[src/rtl/sbpe_pkg.sv]
// Shared types, codes and constants of the servo bus packet engine.
// Depends on nothing; used by every module of the block.
package sbpe_pkg;

  localparam logic [7:0] HDR_BYTE     = 8'hFF;
  localparam logic [7:0] BROADCAST_ID = 8'd254;
  localparam logic [7:0] INS_WRITE    = 8'h03;
  localparam logic [7:0] INS_READ     = 8'h02;
  localparam int unsigned MIN_REPLY_LEN = 6;
  localparam int unsigned LEN_OVERHEAD  = 4;
  localparam int unsigned QUEUE_DEPTH   = 4;

  typedef enum logic [1:0] {
    OP_WRITE = 2'd0,
    OP_READ  = 2'd1,
    OP_REPLY = 2'd2,
    OP_EMPTY = 2'd3
  } opcode_e;

  typedef enum logic [1:0] {
    RL_NONE  = 2'd0,
    RL_READS = 2'd1,
    RL_ALL   = 2'd2,
    RL_ALL_X = 2'd3
  } ret_level_e;

  typedef enum logic {
    KIND_TX  = 1'b0,
    KIND_CPL = 1'b1
  } kind_e;

  typedef enum logic [2:0] {
    ST_OK       = 3'd0,
    ST_SHORT    = 3'd1,
    ST_BAD_HDR  = 3'd2,
    ST_BAD_SUM  = 3'd3,
    ST_BAD_LEN  = 3'd4,
    ST_DEV_ERR  = 3'd5,
    ST_WRONG_ID = 3'd6,
    ST_NO_REPLY = 3'd7
  } status_e;

  // One unit of work handed from the front to the back.
  typedef struct packed {
    logic        is_pkt;    // 1: frame a command packet, 0: report a completion
    logic        is_read;
    logic        wide;      // register is two bytes wide
    logic        need_cpl;  // packet is followed by an immediate completion
    logic [7:0]  id;
    logic [7:0]  addr;
    logic [15:0] val;
    status_e     status;
    logic [7:0]  err;
    logic [15:0] rval;
  } job_t;

  // Registers that hold two-byte values on the device.
  function automatic logic is_wide(input logic [7:0] addr);
    logic w;
    w = 1'b0;
    case (addr) inside
      8'd0, 8'd6, 8'd8, 8'd14, 8'd30, 8'd32, 8'd34, 8'd36, 8'd38, 8'd40, 8'd48: w = 1'b1;
      default: w = 1'b0;
    endcase
    return w;
  endfunction

endpackage

[src/rtl/sbpe_queue.sv]
// Short job queue between the front and the back of the packet engine.
// Depends on sbpe_pkg for the job type.
module sbpe_queue #(
  parameter int unsigned Depth = sbpe_pkg::QUEUE_DEPTH
) (
  input  logic            clk_i,
  input  logic            rst_ni,
  input  logic            push_i,
  input  sbpe_pkg::job_t  push_job_i,
  output logic            full_o,
  input  logic            pop_i,
  output logic            valid_o,
  output sbpe_pkg::job_t  head_o
);

  localparam int unsigned PtrW = (Depth > 1) ? $clog2(Depth) : 1;
  localparam int unsigned CntW = $clog2(Depth + 1);

  sbpe_pkg::job_t mem_q [Depth];
  logic [PtrW-1:0] wr_ptr_q, wr_ptr_d, rd_ptr_q, rd_ptr_d;
  logic [CntW-1:0] cnt_q, cnt_d;
  logic do_push, do_pop;

  assign full_o  = (cnt_q == CntW'(Depth));
  assign valid_o = (cnt_q != '0);
  assign head_o  = mem_q[rd_ptr_q];
  assign do_push = push_i && !full_o;
  assign do_pop  = pop_i && valid_o;

  always_comb begin
    wr_ptr_d = wr_ptr_q;
    rd_ptr_d = rd_ptr_q;
    cnt_d    = cnt_q;
    if (do_push) begin
      wr_ptr_d = (wr_ptr_q == PtrW'(Depth - 1)) ? '0 : wr_ptr_q + 1'b1;
    end
    if (do_pop) begin
      rd_ptr_d = (rd_ptr_q == PtrW'(Depth - 1)) ? '0 : rd_ptr_q + 1'b1;
    end
    if (do_push && !do_pop) begin
      cnt_d = cnt_q + 1'b1;
    end else if (do_pop && !do_push) begin
      cnt_d = cnt_q - 1'b1;
    end
  end

  always_ff @(posedge clk_i or negedge rst_ni) begin
    if (!rst_ni) begin
      wr_ptr_q <= '0;
      rd_ptr_q <= '0;
      cnt_q    <= '0;
    end else begin
      wr_ptr_q <= wr_ptr_d;
      rd_ptr_q <= rd_ptr_d;
      cnt_q    <= cnt_d;
    end
  end

  always_ff @(posedge clk_i) begin
    if (do_push) begin
      mem_q[wr_ptr_q] <= push_job_i;
    end
  end

endmodule

[src/rtl/sbpe_front.sv]
// Front of the packet engine: takes requests, tracks and checks reply bytes,
// and queues packet and completion jobs. Depends on sbpe_pkg.
module sbpe_front (
  input  logic            clk_i,
  input  logic            rst_ni,
  input  logic            in_valid_i,
  output logic            in_stall_o,
  input  logic [1:0]      opcode_i,
  input  logic [7:0]      servo_id_i,
  input  logic [7:0]      reg_address_i,
  input  logic [15:0]     write_value_i,
  input  logic [7:0]      rx_byte_i,
  input  logic            rx_last_i,
  input  logic [1:0]      return_level_i,
  output logic            push_o,
  output sbpe_pkg::job_t  push_job_o,
  input  logic            q_full_i
);

  localparam int unsigned NumFld = 5;

  logic        await_q, await_d;
  logic        for_read_q, for_read_d;
  logic [7:0]  exp_id_q, exp_id_d;
  logic        two_q, two_d;
  logic [8:0]  cnt_q, cnt_d;
  logic        hdr_q, hdr_d;
  logic [7:0]  sum_q, sum_d;
  logic [7:0]  fld_q [NumFld];
  logic [7:0]  fld_d [NumFld];
  logic [7:0]  fld_eff [NumFld];

  logic        is_read, wide, no_reply;
  logic [9:0]  n_bytes;
  sbpe_pkg::opcode_e op;
  sbpe_pkg::ret_level_e rl;
  sbpe_pkg::job_t job;

  assign in_stall_o = q_full_i;
  assign op         = sbpe_pkg::opcode_e'(opcode_i);
  assign rl         = sbpe_pkg::ret_level_e'(return_level_i);
  assign is_read    = (op == sbpe_pkg::OP_READ);
  assign wide       = sbpe_pkg::is_wide(reg_address_i);
  assign no_reply   = (servo_id_i == sbpe_pkg::BROADCAST_ID) || (rl == sbpe_pkg::RL_NONE) ||
                      ((rl == sbpe_pkg::RL_READS) && !is_read);
  assign n_bytes    = {1'b0, cnt_q} + 10'd1;

  // Reply fields as they stand once the current byte has been stored.
  always_comb begin
    for (int i = 0; i < NumFld; i++) begin
      fld_eff[i] = (cnt_q == 9'(i + 2)) ? rx_byte_i : fld_q[i];
    end
  end

  always_comb begin
    await_d    = await_q;
    for_read_d = for_read_q;
    exp_id_d   = exp_id_q;
    two_d      = two_q;
    cnt_d      = cnt_q;
    hdr_d      = hdr_q;
    sum_d      = sum_q;
    fld_d      = fld_q;
    push_o     = 1'b0;
    job        = '0;
    job.status = sbpe_pkg::ST_OK;
    if (in_valid_i && !q_full_i) begin
      case (op)
        sbpe_pkg::OP_WRITE, sbpe_pkg::OP_READ: begin
          push_o       = 1'b1;
          job.is_pkt   = 1'b1;
          job.is_read  = is_read;
          job.wide     = wide;
          job.need_cpl = no_reply;
          job.id       = servo_id_i;
          job.addr     = reg_address_i;
          job.val      = write_value_i;
          await_d      = !no_reply;
          for_read_d   = is_read;
          exp_id_d     = servo_id_i;
          two_d        = wide;
          cnt_d        = '0;
          hdr_d        = 1'b1;
          sum_d        = '0;
          for (int i = 0; i < NumFld; i++) begin
            fld_d[i] = '0;
          end
        end
        sbpe_pkg::OP_REPLY: begin
          if (await_q) begin
            if (cnt_q < 9'd2 && rx_byte_i != sbpe_pkg::HDR_BYTE) begin
              hdr_d = 1'b0;
            end
            fld_d = fld_eff;
            if (!rx_last_i) begin
              if (cnt_q >= 9'd2) begin
                sum_d = sum_q + rx_byte_i;
              end
              if (cnt_q != '1) begin
                cnt_d = cnt_q + 1'b1;
              end
            end else begin
              push_o  = 1'b1;
              await_d = 1'b0;
              if (n_bytes < 10'(sbpe_pkg::MIN_REPLY_LEN)) begin
                job.status = sbpe_pkg::ST_SHORT;
              end else if (!hdr_q) begin
                job.status = sbpe_pkg::ST_BAD_HDR;
              end else if (~sum_q != rx_byte_i) begin
                job.status = sbpe_pkg::ST_BAD_SUM;
              end else if ({2'b00, fld_eff[1]} + 10'(sbpe_pkg::LEN_OVERHEAD) != n_bytes) begin
                job.status = sbpe_pkg::ST_BAD_LEN;
              end else if (fld_eff[2] != 8'd0) begin
                job.status = sbpe_pkg::ST_DEV_ERR;
                job.err    = fld_eff[2];
              end else if (for_read_q && fld_eff[0] != exp_id_q) begin
                job.status = sbpe_pkg::ST_WRONG_ID;
              end else if (for_read_q) begin
                job.rval = {two_q ? fld_eff[4] : 8'd0, fld_eff[3]};
              end
            end
          end
        end
        sbpe_pkg::OP_EMPTY: begin
          if (await_q) begin
            push_o     = 1'b1;
            await_d    = 1'b0;
            job.status = sbpe_pkg::ST_NO_REPLY;
          end
        end
        default: begin
          push_o = 1'b0;
        end
      endcase
    end
  end

  assign push_job_o = job;

  always_ff @(posedge clk_i or negedge rst_ni) begin
    if (!rst_ni) begin
      await_q    <= 1'b0;
      for_read_q <= 1'b0;
      exp_id_q   <= '0;
      two_q      <= 1'b0;
      cnt_q      <= '0;
      hdr_q      <= 1'b1;
      sum_q      <= '0;
      for (int i = 0; i < NumFld; i++) begin
        fld_q[i] <= '0;
      end
    end else begin
      await_q    <= await_d;
      for_read_q <= for_read_d;
      exp_id_q   <= exp_id_d;
      two_q      <= two_d;
      cnt_q      <= cnt_d;
      hdr_q      <= hdr_d;
      sum_q      <= sum_d;
      fld_q      <= fld_d;
    end
  end

endmodule

[src/rtl/sbpe_back.sv]
// Back of the packet engine: frames queued commands into bytes, emits
// completions, and holds the result in an output register. Depends on sbpe_pkg.
module sbpe_back (
  input  logic            clk_i,
  input  logic            rst_ni,
  input  logic            q_valid_i,
  input  sbpe_pkg::job_t  head_i,
  output logic            pop_o,
  output logic            out_valid_o,
  input  logic            out_stall_i,
  output logic            kind_o,
  output logic [7:0]      tx_byte_o,
  output logic            tx_last_o,
  output logic [2:0]      status_o,
  output logic [7:0]      device_error_bits_o,
  output logic [15:0]     read_value_o
);

  logic [3:0]  idx_q, idx_d;
  logic [7:0]  sum_q, sum_d;
  logic        out_vld_q, out_vld_d;
  sbpe_pkg::kind_e   kind_q, kind_d;
  logic [7:0]  txb_q, txb_d;
  logic        txl_q, txl_d;
  sbpe_pkg::status_e st_q, st_d;
  logic [7:0]  err_q, err_d;
  logic [15:0] rval_q, rval_d;

  logic        advance, job_done, is_cpl_slot;
  logic [3:0]  last_idx;
  logic [7:0]  body_byte;

  // Reads and writes to one-byte registers are 8 bytes long, writes to
  // two-byte registers 9.
  assign last_idx    = (head_i.wide && !head_i.is_read) ? 4'd8 : 4'd7;
  assign is_cpl_slot = !head_i.is_pkt || (idx_q == last_idx + 4'd1);
  assign advance     = q_valid_i && (!out_vld_q || !out_stall_i);
  assign job_done    = !head_i.is_pkt || is_cpl_slot ||
                       ((idx_q == last_idx) && !head_i.need_cpl);
  assign pop_o       = advance && job_done;

  always_comb begin
    case (idx_q)
      4'd0, 4'd1: body_byte = sbpe_pkg::HDR_BYTE;
      4'd2:       body_byte = head_i.id;
      4'd3:       body_byte = (head_i.is_read || !head_i.wide) ? 8'd4 : 8'd5;
      4'd4:       body_byte = head_i.is_read ? sbpe_pkg::INS_READ : sbpe_pkg::INS_WRITE;
      4'd5:       body_byte = head_i.addr;
      4'd6:       body_byte = head_i.is_read ? (head_i.wide ? 8'd2 : 8'd1) : head_i.val[7:0];
      4'd7:       body_byte = head_i.val[15:8];
      default:    body_byte = 8'd0;
    endcase
  end

  always_comb begin
    idx_d     = idx_q;
    sum_d     = sum_q;
    out_vld_d = out_vld_q && out_stall_i;
    kind_d    = kind_q;
    txb_d     = txb_q;
    txl_d     = txl_q;
    st_d      = st_q;
    err_d     = err_q;
    rval_d    = rval_q;
    if (advance) begin
      out_vld_d = 1'b1;
      idx_d     = job_done ? 4'd0 : idx_q + 4'd1;
      if (is_cpl_slot) begin
        kind_d = sbpe_pkg::KIND_CPL;
        txb_d  = '0;
        txl_d  = 1'b0;
        st_d   = head_i.status;
        err_d  = head_i.err;
        rval_d = head_i.rval;
      end else begin
        kind_d = sbpe_pkg::KIND_TX;
        st_d   = sbpe_pkg::ST_OK;
        err_d  = '0;
        rval_d = '0;
        txl_d  = (idx_q == last_idx);
        txb_d  = (idx_q == last_idx) ? ~sum_q : body_byte;
        sum_d  = (idx_q < 4'd2) ? 8'd0 : sum_q + body_byte;
      end
    end
  end

  always_ff @(posedge clk_i or negedge rst_ni) begin
    if (!rst_ni) begin
      idx_q     <= '0;
      out_vld_q <= 1'b0;
    end else begin
      idx_q     <= idx_d;
      out_vld_q <= out_vld_d;
    end
  end

  always_ff @(posedge clk_i) begin
    sum_q  <= sum_d;
    kind_q <= kind_d;
    txb_q  <= txb_d;
    txl_q  <= txl_d;
    st_q   <= st_d;
    err_q  <= err_d;
    rval_q <= rval_d;
  end

  assign out_valid_o         = out_vld_q;
  assign kind_o              = kind_q;
  assign tx_byte_o           = txb_q;
  assign tx_last_o           = txl_q;
  assign status_o            = st_q;
  assign device_error_bits_o = err_q;
  assign read_value_o        = rval_q;

endmodule

[src/rtl/servo_bus_packet_engine.sv]
// Top level of the servo bus packet engine: front, job queue and back.
// Depends on sbpe_pkg, sbpe_front, sbpe_queue and sbpe_back.
//
// Usage. Requests enter on the input channel (in_valid_i / in_stall_o): a
// write or read command, one byte of a device reply, or the notice that a
// reply ended empty. Results leave on the output channel (out_valid_o /
// out_stall_i): each is either one transmit byte of a command packet or the
// completion of a transaction with its status and read data.
// A command yields 8 or 9 packet bytes, the last marked by tx_last_o, and,
// when no reply is awaited, a completion straight after. A reply yields a
// single completion on its final byte, or on the empty notice.
// The user writes the return level register on the cfg channel only while idle;
// the block itself has no check for it. Timing. The first result of a request
// passes the job queue, then the output register. Reply bytes are accepted one
// per cycle while the queue is not full. The back emits one result per cycle
// while out_stall_i is low, so a command yields 8 to 10 results; the four-entry
// job queue lets requests keep entering meanwhile, and the input stalls only
// while that queue is full. Stalls. While out_stall_i is high, the output
// register holds a shown result and the back waits; the front keeps running
// until the queue fills. Reset clears the queue, the reply tracking and the
// output valid flag, and sets the return level to 1 (replies to reads only).
module servo_bus_packet_engine #(
  parameter int unsigned QueueDepth = sbpe_pkg::QUEUE_DEPTH
) (
  input  logic        clk_i,
  input  logic        rst_ni,
  input  logic        in_valid_i,
  output logic        in_stall_o,
  input  logic [1:0]  opcode_i,
  input  logic [7:0]  servo_id_i,
  input  logic [7:0]  reg_address_i,
  input  logic [15:0] write_value_i,
  input  logic [7:0]  rx_byte_i,
  input  logic        rx_last_i,
  input  logic        cfg_valid_i,
  output logic        cfg_ready_o,
  input  logic [1:0]  cfg_data_i,
  output logic        out_valid_o,
  input  logic        out_stall_i,
  output logic        kind_o,
  output logic [7:0]  tx_byte_o,
  output logic        tx_last_o,
  output logic [2:0]  status_o,
  output logic [7:0]  device_error_bits_o,
  output logic [15:0] read_value_o
);

  // The return level register accepts a request in every cycle.
  logic [1:0] ret_level_q;

  logic           push, q_full, q_valid, pop;
  sbpe_pkg::job_t push_job, head_job;

  assign cfg_ready_o = 1'b1;

  always_ff @(posedge clk_i or negedge rst_ni) begin
    if (!rst_ni) begin
      ret_level_q <= sbpe_pkg::RL_READS;
    end else if (cfg_valid_i && cfg_ready_o) begin
      ret_level_q <= cfg_data_i;
    end
  end

  // Front: classifies each request, checks reply bytes as they arrive.
  sbpe_front u_front (
    .clk_i          (clk_i),
    .rst_ni         (rst_ni),
    .in_valid_i     (in_valid_i),
    .in_stall_o     (in_stall_o),
    .opcode_i       (opcode_i),
    .servo_id_i     (servo_id_i),
    .reg_address_i  (reg_address_i),
    .write_value_i  (write_value_i),
    .rx_byte_i      (rx_byte_i),
    .rx_last_i      (rx_last_i),
    .return_level_i (ret_level_q),
    .push_o         (push),
    .push_job_o     (push_job),
    .q_full_i       (q_full)
  );

  // Queue: decouples the request side from the result side.
  sbpe_queue #(
    .Depth (QueueDepth)
  ) u_queue (
    .clk_i      (clk_i),
    .rst_ni     (rst_ni),
    .push_i     (push),
    .push_job_i (push_job),
    .full_o     (q_full),
    .pop_i      (pop),
    .valid_o    (q_valid),
    .head_o     (head_job)
  );

  // Back: serialises packets and completions into the output register.
  sbpe_back u_back (
    .clk_i               (clk_i),
    .rst_ni              (rst_ni),
    .q_valid_i           (q_valid),
    .head_i              (head_job),
    .pop_o               (pop),
    .out_valid_o         (out_valid_o),
    .out_stall_i         (out_stall_i),
    .kind_o              (kind_o),
    .tx_byte_o           (tx_byte_o),
    .tx_last_o           (tx_last_o),
    .status_o            (status_o),
    .device_error_bits_o (device_error_bits_o),
    .read_value_o        (read_value_o)
  );

endmodule

[config.mk]
export PLATFORM = sky130hd
export DESIGN_NAME = servo_bus_packet_engine
export DESIGN_NICKNAME = d
export VERILOG_FILES = /design/src/rtl/sbpe_pkg.sv /design/src/rtl/sbpe_queue.sv /design/src/rtl/sbpe_front.sv /design/src/rtl/sbpe_back.sv /design/src/rtl/servo_bus_packet_engine.sv
export SDC_FILE = /design/constraint.sdc
export NUM_CORES = 1
export LEC_CHECK = 0
export BUFFER_PORTS_ARGS = -buffer_cell sky130_fd_sc_hd__buf_2
export CORE_MARGIN = 2
export CORE_UTILIZATION = 66
export CTS_BUF_LIST = sky130_fd_sc_hd__clkbuf_16
export CTS_CLUSTER_SIZE = 30
export DETAILED_ROUTE_END_ITERATION = 8
export PLACE_DENSITY = 0.89
export SYNTH_ARGS = -nofsm -noshare
export SYNTH_HDL_FRONTEND = slang
export SYNTH_SLANG_ARGS = --single-unit
[constraint.sdc]
create_clock -name clk_i -period 10.9 [get_ports clk_i]
set_input_delay 2.18 -clock clk_i [delete_from_list [all_inputs] [get_ports clk_i]]
set_output_delay 2.18 -clock clk_i [all_outputs]
set_load 0.02 [all_outputs]
* Word-level counts from Yosys, hierarchy flattened
Memory sizes are Yosys's and may differ from the RTL's.
Index checks and enable logic that the tools add are counted.
** Storage, ports and cells
- Register bits after elaboration :: 128
- Word-level logic and storage cells :: 199
- Input bits :: 50
- Memories :: 1
- Output and inout port bits :: 40
- RAM bits :: 252
** Cells by class
- $lt $le $gt $ge :: 4
- Muxes and demuxes :: 65
- Reductions and logical operators :: 48
- Eq/ne operators :: 42
- Bitwise logic cells :: 3
- $add $sub $neg :: 11
** Memory list
- u_queue.mem_q :: words 4, bits a word 63, read ports 1, clocked after Yosys merged registers in 0, wr ports 1, line sbpe_queue.sv:19 : sbpe_pkg::job_t mem_q [Depth];
** Operator list (count)
- 24-bit 2-to-1 mux :: 5
- 8-bit 2-to-1 mux :: 12
- 40-bit case mux with 2 select lines :: 1
- 63-bit 2-to-1 mux :: 1
- 8-bit case mux with 7 select lines :: 1
- 27-bit 2-to-1 mux :: 2
- 8-bit by 6-bit == test with 1-bit output, second input constant :: 6
- 16-bit 2-to-1 mux :: 3
- 40-bit 2-to-1 mux :: 1
- 36-bit 2-to-1 mux :: 1
- 9-bit by 3-bit == test with 1-bit output, second input constant :: 3
- 3-bit 2-to-1 mux :: 9
- 9-bit 2-to-1 mux :: 3
- 9-bit by 2-bit == test with 1-bit output, second input constant :: 2
- 9-bit case mux with 2 select lines :: 1
- 8-bit adder :: 2
- 4-bit by 3-bit == test with 1-bit output, second input constant :: 4
- 8-bit by 4-bit == test with 1-bit output, second input constant :: 2
- 8-bit inequality test :: 2
- 8-bit inverter :: 2
- 8-bit case mux with 2 select lines :: 1
- 1-bit 2-to-1 mux :: 15
- 1-bit logical AND :: 13
- 1-bit logical NOT :: 11
- other kinds (44) :: 70

* Longest topological paths before layout
Gate-level depths: netlist of run 1.
- Depth in word-level cells :: 14
- Mapped depth :: 15
- Depth with buffers taken out :: 14

* Cells and area by module
Synthesis of run 1 repeated with hierarchy kept, for this count alone.
** Second synthesis, totals
- Cell total of the unflattened synthesis :: 1148
- Area, all modules :: 17292.8 um^2
** Modules (own cells, without submodules)
- sbpe_queue :: times used 1, seq. area each 7742.4 um^2, area an instance 9537.9 um^2, cells an instance 366
- sbpe_front :: times used 1, seq. area each 1727.9 um^2, area an instance 4883.4 um^2, cells an instance 538
- sbpe_back :: times used 1, seq. area each 1476.4 um^2, area an instance 2786.4 um^2, cells an instance 238
- servo_bus_packet_engine :: times used 1, seq. area each 51.3 um^2, area an instance 85.1 um^2, cells an instance 6

* Least setup slack after synthesis of run 1
OpenSTA, ideal clock, no wires.
- Path type :: in2reg
- Start :: input port rx_byte_i[2]
- End :: memory u_queue.mem_q[0][14] (netlist bit), data pin
- Slack :: 5.774 ns
- Required time :: 10.695 ns
- Buffers on the path :: 2
- Setup time :: 0.205 ns
- Cell stages on the path :: 12
- Arrival :: 4.921 ns
- Cells stage by stage :: clkbuf_1 -> mux2_2 -> ha_1 -> nand2_1 -> a21oi_1 -> or2_1 -> xnor3_1 -> or3b_1 -> a211oi_2 -> nand3_2 -> buf_4 -> nor4b_2
** RTL lines
- start, declared :: line servo_bus_packet_engine.sv:33 : input logic [7:0] rx_byte_i,
- end, declared :: line sbpe_queue.sv:19

==> reports/qor.csv, run 1 <==
stage;metric;value;unit
pwr;Max IR drop VDD;0.183;mV
worst_setup_path;kind of end point of the critical path;flip-flop;
clock_network;count of buffers added by post-CTS timing repair for setup;0;
route;average wire per standard cell;24.6;um
timing;number of hold violations in the final report;0;
clock_network;register clock-pin slew on the reported worst setup and hold paths;0.06;ns
route;DRC errors left;0;
clock_network;maximum root-to-sink buffer count;3;
global_route;first-pass GRT wire length;60.0;mm
timing;Worst Skew;0.0166;ns
route;number of nets with antenna violations after detailed routing;0;
logic_synthesis;mapped cell area;17000;sq um
finish;Nets;1295;
logic_synthesis;count of distinct cell types in the synthesized netlist;66;
timing;final critical-path required period;5.68;ns
worst_setup_path;nature of the critical path startpoint;input port;
finish;number of antenna diodes;0;
global_route;overall fraction of global-route tracks in use;0.298;
logic_synthesis;top cell type's share of synthesized area;0.526;
timing;slew margin rel.;0.142;
logic_synthesis;cell count after synthesis;1131;
die;starting utilization of the core area;0.673;
clock_network;clock sink total;380;
global_route;initial antenna violation count;0;
clock_network;H-tree levels;2;
min_path;min-delay worst type;reg -> reg;
clock_network;post-cts sizing count;0;
place;RD Place Congestion;0.890;
logic_synthesis;portion of the post-synthesis area used by sequential elements;0.649;
route;wirelength, routed;38.5;mm
finish;fraction of layout instances using a drive strength above 1;0.200;
clock_network;CTS hold repair buffers;0;
route;vias per cell;6.60;
flow_run;Max Cap Viol;0;
finish;Layout Area Growth over Synthesis;11.3;%
pwr;leakage power figure;7.17;nW
worst_setup_path;arrival time reported for the critical path endpoint;5.91;ns
logic_synthesis;Seq cells post-synth;380;
route;total via count in the routed design;10400;
logic_synthesis;most common flop cell mapped by yosys;sky130_fd_sc_hd__edfxtp_1;
finish;Fillers;1431;
logic_synthesis;mean post-synth cell area;15.0;sq um
timing;RSZ-0062 raised after global routing;false;
logic_synthesis;number of warnings printed during yosys synthesis;0;
global_route;Remaining Overflow, GRT;0;
route;iteration count of the initial detailed-routing pass;6;
route;drt initial violations;1167;
timing;final max-slew violation count;0;
die;die span in x;164;um
logic_synthesis;syn_nets;1214;
timing;share of the clock period used by the worst path after layout;0.521;
logic_synthesis;largest cells by area after synthesis;sky130_fd_sc_hd__edfxtp_1, sky130_fd_sc_hd__dfrtp_1, sky130_fd_sc_hd__mux4_2;
place;number of input and output port buffers inserted;88;
outcome;result of the run;completed;
clock_network;latest clock arrival within the worst-skew pair;0.53;ns
die;number of placement rows;58;
die;chip height;164;um
worst_setup_path;CP max FO;24;
timing;fmax;176;MHz
timing;total negative setup slack;0;ns
global_route;largest net degree at the start of global routing;64;
clock_network;buffer cell driving the clock tree root;sky130_fd_sc_hd__clkbuf_16;
die;placeable core area;25200;sq um
clock_network;TritonCTS clock tree;yes;
die;top-level port count;90;
logic_synthesis;post-synth top area cell;sky130_fd_sc_hd__edfxtp_1;
place;Post-DP HPWL;23.1;mm
global_route;number of global-route vias before repair;10400;
pwr;P per Cell Area;251;nW/um^2
logic_synthesis;Async SR Flop Fraction;0.218;
timing;smallest hold slack;0.493;ns
die;Die Outline Area;27000;sq um
worst_setup_path;data required time of the critical path;11.13;ns
timing;setup violators final;0;
logic_synthesis;EDFF count, synth;297;
worst_setup_path;kind of critical path;in -> reg;
timing;actual slew at the worst max-slew pin;1.27;ns
clock_network;number of buffers added by the clock tree synthesis step;38;
## kinds of logic after synthesis
kind of cell	Yosys count	synth area share
AND/OR/NAND/NOR	295	0.0945
XOR/XNOR	42	0.0225
other	1	0.000221
AO/OA/AOI/OAI	201	0.0826
adder cells (fa/ha/maj)	34	0.0263
multiplexers	101	0.107
buffers and inverters	77	0.0186
flip-flops	380	0.649
## layout by cell type (no fill, tap or decap), drive strengths merged, types with 6 or more instances in the layout
| cell type | instances |
|---|---|
| mux2 | 8 |
| nor2b | 38 |
| xor2 | 12 |
| a21oi | 40 |
| clkinv | 14 |
| a22o | 43 |
| nand3 | 22 |
| nor4 | 9 |
| mux2i | 30 |
| a21o | 30 |
| inv | 30 |
| o21ai | 35 |
| o21a | 6 |
| nor4b | 9 |
| nor3 | 24 |
| nor2 | 61 |
| edfxtp | 297 |
| o31ai | 6 |
| nand2 | 60 |
| a211oi | 7 |
| and2 | 43 |
| clkbuf | 39 |
| ha | 30 |
| dfrtp | 81 |
| buf | 99 |
| mux4 | 63 |
| a32o | 6 |
| o22ai | 7 |
| xnor2 | 29 |
| or3 | 6 |
## path summary, 6_finish.rpt
kind / startpoint / endpoint / slack [ns] / depth (start not counted)
max reg2reg: u_front.cnt_q[0] / u_queue.mem_q[2][11] / 5.32 / 13
max: rx_byte_i[2] / u_queue.mem_q[2][11] / 5.22 / 11
min: u_queue.cnt_q[2] / u_queue.cnt_q[2] / 0.49 / 1
min in group asynchronous: rst_ni / u_front.cnt_q[4] / 1.65 / 1
max in group asynchronous: rst_ni / u_queue.rd_ptr_q[0] / 8.22 / 2
min reg2reg: u_queue.cnt_q[2] / u_queue.cnt_q[2] / 0.49 / 1
## flip-flops by register name, indices dropped and copies added (netlist names)
register and cells:
ret_level_q 2, u_back.device_error_bits_o 8, u_back.idx_q 4, u_back.kind_o 1
u_back.out_valid_o 1, u_back.read_value_o 16, u_back.status_o 3, u_back.sum_q 8
u_back.tx_byte_o 8, u_back.tx_last_o 1, u_front.await_q 1, u_front.cnt_q 9
u_front.exp_id_q 8, u_front.fld_q 40, u_front.for_read_q 1, u_front.hdr_q 1
u_front.sum_q 8, u_front.two_q 1, u_queue.cnt_q 3, u_queue.mem_q 252
u_queue.rd_ptr_q 2, u_queue.wr_ptr_q 2
## final cells by class
class	instances	area [sq um]	area share
Sequential cell	380	11000	0.583
Timing Repair Buffer	99	526	0.0278
Clock inverter	29	236	0.0125
Tap cell	330	413	0.0219
Inverter	19	71.3	0.00378
Clock buffer	39	976	0.0517
Multi-Input combinational cell	674	5650	0.299
## per-stage QoR
step	cells	power [mW]	setup WS (ns)	area (sq um)	utilization
after CTS	1570	4.74	5.25	18900	0.750
after detailed placement	1502	3.45	4.79	17700	0.702
after floorplan	1131	3.06	5.77	17000	-
after global routing	1570	4.94	4.96	18900	0.750
after global placement	1502	3.39	4.99	17700	0.702
final	1570	4.74	5.22	18900	0.750
## power by group
| part | switching [mW] | leakage [nW] | internal (mW) | total [mW] |
|---|---|---|---|---|
| logic | 0.827 | 2.64 | 0.596 | 1.42 |
| clock network | 0.547 | 0.628 | 0.725 | 1.27 |
| registers | 0.163 | 3.90 | 1.88 | 2.05 |
| total | 1.54 | 7.17 | 3.20 | 4.74 |
## worst max-delay path, stage by stage
cell and delay [ns]:
sky130_fd_sc_hd__buf_2 0.20, sky130_fd_sc_hd__mux2_2 0.32, sky130_fd_sc_hd__ha_1 0.25, sky130_fd_sc_hd__nand2_1 0.08, sky130_fd_sc_hd__a21oi_1 0.05, sky130_fd_sc_hd__or2_1 0.28, sky130_fd_sc_hd__xnor3_1 0.36, sky130_fd_sc_hd__or3b_1 0.36
sky130_fd_sc_hd__a211oi_2 0.38, sky130_fd_sc_hd__nand3_2 0.62, sky130_fd_sc_hd__nor4b_1 0.82
## metal layers
layer	up-vias	track usage	wire length (um)
li1	4521	-	-
met1	5105	0.419	14800
met2	618	0.475	18700
met3	112	0.0606	3800
met4	0	0.0997	1300
met5	-	0	0
## synthesized netlist by cell type, types with 6 or more instances
cell,instances
sky130_fd_sc_hd__edfxtp_1,297
sky130_fd_sc_hd__dfrtp_1,81
sky130_fd_sc_hd__mux4_2,63
sky130_fd_sc_hd__nor2_1,61
sky130_fd_sc_hd__nand2_1,60
sky130_fd_sc_hd__a22o_1,43
sky130_fd_sc_hd__and2_1,43
sky130_fd_sc_hd__a21oi_1,40
sky130_fd_sc_hd__nor2b_1,38
sky130_fd_sc_hd__clkbuf_1,35
sky130_fd_sc_hd__o21ai_0,32
sky130_fd_sc_hd__a21o_1,30
sky130_fd_sc_hd__ha_1,30
sky130_fd_sc_hd__mux2i_1,30
sky130_fd_sc_hd__xnor2_1,29
sky130_fd_sc_hd__nor3_1,22
sky130_fd_sc_hd__nand3_1,21
sky130_fd_sc_hd__inv_1,19
sky130_fd_sc_hd__buf_2,12
sky130_fd_sc_hd__xor2_1,12
sky130_fd_sc_hd__buf_1,8
sky130_fd_sc_hd__mux2_2,8
sky130_fd_sc_hd__nor4_1,8
sky130_fd_sc_hd__o22ai_1,7
sky130_fd_sc_hd__a211oi_1,6
sky130_fd_sc_hd__a32o_1,6
sky130_fd_sc_hd__o21a_1,6
sky130_fd_sc_hd__o31ai_1,6
sky130_fd_sc_hd__or3_1,6
No activity file was read; power rests on OpenSTA's default activity.
==> inputs of run 2 (changes only) <==
--- a/config.mk
+++ b/config.mk
@@ -5,13 +5,14 @@
 export SDC_FILE = /design/constraint.sdc
 export NUM_CORES = 1
 export LEC_CHECK = 0
+export ABC_AREA = 1
 export BUFFER_PORTS_ARGS = -buffer_cell sky130_fd_sc_hd__buf_2
 export CORE_MARGIN = 2
-export CORE_UTILIZATION = 66
+export CORE_UTILIZATION = 55
 export CTS_BUF_LIST = sky130_fd_sc_hd__clkbuf_16
 export CTS_CLUSTER_SIZE = 30
 export DETAILED_ROUTE_END_ITERATION = 8
-export PLACE_DENSITY = 0.89
+export PLACE_DENSITY = 0.8
 export SYNTH_ARGS = -nofsm -noshare
 export SYNTH_HDL_FRONTEND = slang
 export SYNTH_SLANG_ARGS = --single-unit
==> constraint.sdc (replaced) <==
create_clock -name clk_i -period 4.8 [get_ports clk_i]
set_input_delay 0.96 -clock clk_i [delete_from_list [all_inputs] [get_ports clk_i]]
set_output_delay 0.96 -clock clk_i [all_outputs]
set_load 0.02 [all_outputs]
==> reports/qor.csv, run 2 <==
stage;metric;value;unit
route;DRC errors left;0;
worst_setup_path;max incr delay on CP;0.48;ns
timing;setup violators final;0;
finish;non-filler cells in the finished layout;2162;
logic_synthesis;Async SR Flop Fraction;0.218;
place;instance area at placement;18000;sq um
place;Post-DP HPWL;24.9;mm
pwr;P per Cell Area;576;nW/um^2
route;total via count in the routed design;12500;
worst_setup_path;data required time of the critical path;5.06;ns
logic_synthesis;Seq cells post-synth;380;
clock_network;maximum root-to-sink buffer count;3;
finish;Nets;1820;
finish;Layout Area Growth over Synthesis;11.9;%
worst_setup_path;cell class contributing the biggest share of worst-path delay;simple AND/OR/NAND/NOR gates;
worst_setup_path;cell count of the worst reg-to-reg path;17;
worst_setup_path;kind of critical path;reg -> reg;
timing;number of hold violations in the final report;0;
route;average wire per standard cell;18.2;um
global_route;initial antenna violation count;0;
clock_network;number of buffers added by the clock tree synthesis step;39;
clock_network;register clock-pin slew on the reported worst setup and hold paths;0.06;ns
worst_setup_path;logic depth of the worst path, buffers included;17;
global_route;first-pass GRT wire length;63.1;mm
finish;fraction of layout instances using a drive strength above 1;0.118;
timing;slew margin rel.;0.218;
die;number of placement rows;64;
die;Die Outline Area;32700;sq um
logic_synthesis;EDFF count, synth;297;
logic_synthesis;Synth top cells by count;sky130_fd_sc_hd__edfxtp_1, sky130_fd_sc_hd__nor2_1, sky130_fd_sc_hd__nand2_1, sky130_fd_sc_hd__o21ai_0, sky130_fd_sc_hd__inv_1;
place;RD Place Congestion;0.896;
logic_synthesis;post-synth top area cell;sky130_fd_sc_hd__edfxtp_1;
finish;number of antenna diodes;0;
finish;area of all placed cells without fillers;19200;sq um
outcome;result of the run;completed;
logic_synthesis;count of distinct cell types in the synthesized netlist;55;
clock_network;TritonCTS clock tree;yes;
worst_setup_path;Cell Chain, Critical Path;ha_1 > nand2_1 > nor2_4 > nand2_4 > nand2_2 > nand2_2 > ha_1 > nand3b_1 > nand2_1 > nor2_1 > nand3_1 > nor2_1 > nand4_1 > or2_1 > nor2_4 > nand3_4 > nor3_1;
clock_network;clock sink total;380;
timing;fmax;254;MHz
die;chip height;181;um
route;drt initial violations;1486;
logic_synthesis;largest cells by area after synthesis;sky130_fd_sc_hd__edfxtp_1, sky130_fd_sc_hd__dfrtp_1, sky130_fd_sc_hd__nor2_1;
pwr;Max IR drop VDD;0.356;mV
pwr;leakage power figure;7.72;nW
logic_synthesis;syn_nets;1744;
global_route;overall fraction of global-route tracks in use;0.241;
global_route;number of global-route vias before repair;12100;
worst_setup_path;slowest stage cell on the critical path;sky130_fd_sc_hd__nor3_1;
clock_network;CTS hold repair buffers;0;
timing;smallest hold slack;0.459;ns
die;starting utilization of the core area;0.560;
clock_network;count of buffers added by post-CTS timing repair for setup;0;
route;number of nets with antenna violations after detailed routing;0;
timing;actual slew at the worst max-slew pin;1.17;ns
clock_network;H-tree levels;2;
min_path;min-delay worst type;in -> async;
logic_synthesis;cell count after synthesis;1661;
global_route;largest net degree at the start of global routing;88;
worst_setup_path;arrival time reported for the critical path endpoint;4.20;ns
route;wirelength, routed;39.4;mm
timing;RSZ-0062 raised after global routing;false;
timing;Worst Skew;0.0157;ns
clock_network;buffer cell driving the clock tree root;sky130_fd_sc_hd__clkbuf_16;
timing;total negative setup slack;0;ns
worst_setup_path;CP max FO;16;
timing;final critical-path required period;3.94;ns
logic_synthesis;portion of the post-synthesis area used by sequential elements;0.640;
finish;commonest cells after routing, fill and taps aside;sky130_fd_sc_hd__edfxtp_1, sky130_fd_sc_hd__nor2_1, sky130_fd_sc_hd__nand2_1, sky130_fd_sc_hd__o21ai_0, sky130_fd_sc_hd__inv_1;
die;die span in x;181;um
logic_synthesis;mean post-synth cell area;10.3;sq um
die;placeable core area;30700;sq um
logic_synthesis;most frequent cell after synthesis;sky130_fd_sc_hd__edfxtp_1;
timing;final max-slew violation count;0;
logic_synthesis;number of warnings printed during yosys synthesis;0;
worst_setup_path;nature of the critical path startpoint;flip-flop;
timing;share of the clock period used by the worst path after layout;0.820;
worst_setup_path;worst path buffer plus inverter count;0;
logic_synthesis;mapped cell area;17200;sq um
global_route;Remaining Overflow, GRT;0;
worst_setup_path;kind of end point of the critical path;flip-flop;
route;iteration count of the initial detailed-routing pass;5;
clock_network;post-cts sizing count;0;
place;placed instance count;2092;
die;top-level port count;90;
flow_run;Max Cap Viol;0;
clock_network;latest clock arrival within the worst-skew pair;0.53;ns
route;vias per cell;5.77;
finish;most common cell after layout, fill and taps aside;sky130_fd_sc_hd__edfxtp_1;
finish;most flop-heavy register;u_queue.mem_q;
logic_synthesis;top cell type's share of synthesized area;0.519;
logic_synthesis;most common flop cell mapped by yosys;sky130_fd_sc_hd__edfxtp_1;
place;number of input and output port buffers inserted;88;
finish;flip-flop count of the largest register after layout;252;
## run 2: cell count changes in the layout (fill, tap and decap cells not counted), moves of 29 or more
cell	previous run	this run
sky130_fd_sc_hd__nor2b_1	38	0
sky130_fd_sc_hd__mux4_2	63	0
sky130_fd_sc_hd__nand2_1	60	256
sky130_fd_sc_hd__and2_1	39	1
sky130_fd_sc_hd__a21o_1	30	1
sky130_fd_sc_hd__o22ai_1	7	62
sky130_fd_sc_hd__o21ai_0	32	184
sky130_fd_sc_hd__nor2_1	61	263
sky130_fd_sc_hd__a22o_1	43	2
sky130_fd_sc_hd__nand3_1	21	70
sky130_fd_sc_hd__inv_1	27	139
sky130_fd_sc_hd__mux2i_1	30	0
## run 2: final timing paths
kind	start	end	slack (ns)
worst min register to register	u_front.fld_q[36]	u_front.fld_q[36]	0.49
max in group asynchronous	rst_ni	u_front.fld_q[6]	3.44
min in group clk_i	u_front.fld_q[36]	u_front.fld_q[36]	0.49
worst max-delay path	u_front.cnt_q[0]	u_queue.mem_q[0][13]	0.86
worst min-delay path	rst_ni	u_front.fld_q[29]	0.46
worst max register to register	u_front.cnt_q[0]	u_queue.mem_q[0][13]	0.86
## run 2: area by class of cell
type                       instances  area [sq um]
clock inverter                    31           230
inverter                         143           537
fill                            2366         11400
clock buffer                      39           976
multi-input combinational       1064          5350
timing repair buffer             109           651
sequential                       380         11000
tap                              396           495
## run 2: worst reg2reg max path: cells and delay by family, from the launching register on
kind	cells	cell delay [ns]
fa+ha+maj	2	0.57
simple gates	15	2.66
flops	1	0.45
## run 2: per-layer routing
| layer | wire (um) | share of wire | GRT usage |
|---|---|---|---|
| met1 | 16900 | 0.43 | 0.343 |
| met2 | 18500 | 0.47 | 0.381 |
| met3 | 3210 | 0.081 | 0.0445 |
| met4 | 750 | 0.019 | 0.0765 |
| met5 | 0 | 0 | 0 |
## run 2: cell families after synthesis
kind of cell | share of synthesized area
compound gates | 0.109
xor+xnor | 0.00765
fa+ha+maj | 0.0253
buf+inv | 0.0506
flops | 0.640
mux | 0.000655
other cells | 0.000218
simple gates | 0.167
## run 2: power by group
group	switching, mW	internal, mW
Sequential	0.204	4.28
Clock	1.23	1.65
Combinational	2.59	1.12
## run 2: per-stage QoR
stage / utilization / total power, mW / setup slack (ns)
floorplan: - / 7.10 / 0.0264
CTS: 0.627 / 11.1 / 0.891
global placement: 0.588 / 8.05 / 1.08
detailed placement: 0.588 / 8.19 / 0.944
finish: 0.627 / 11.1 / 0.863
global route: 0.627 / 11.7 / 0.541
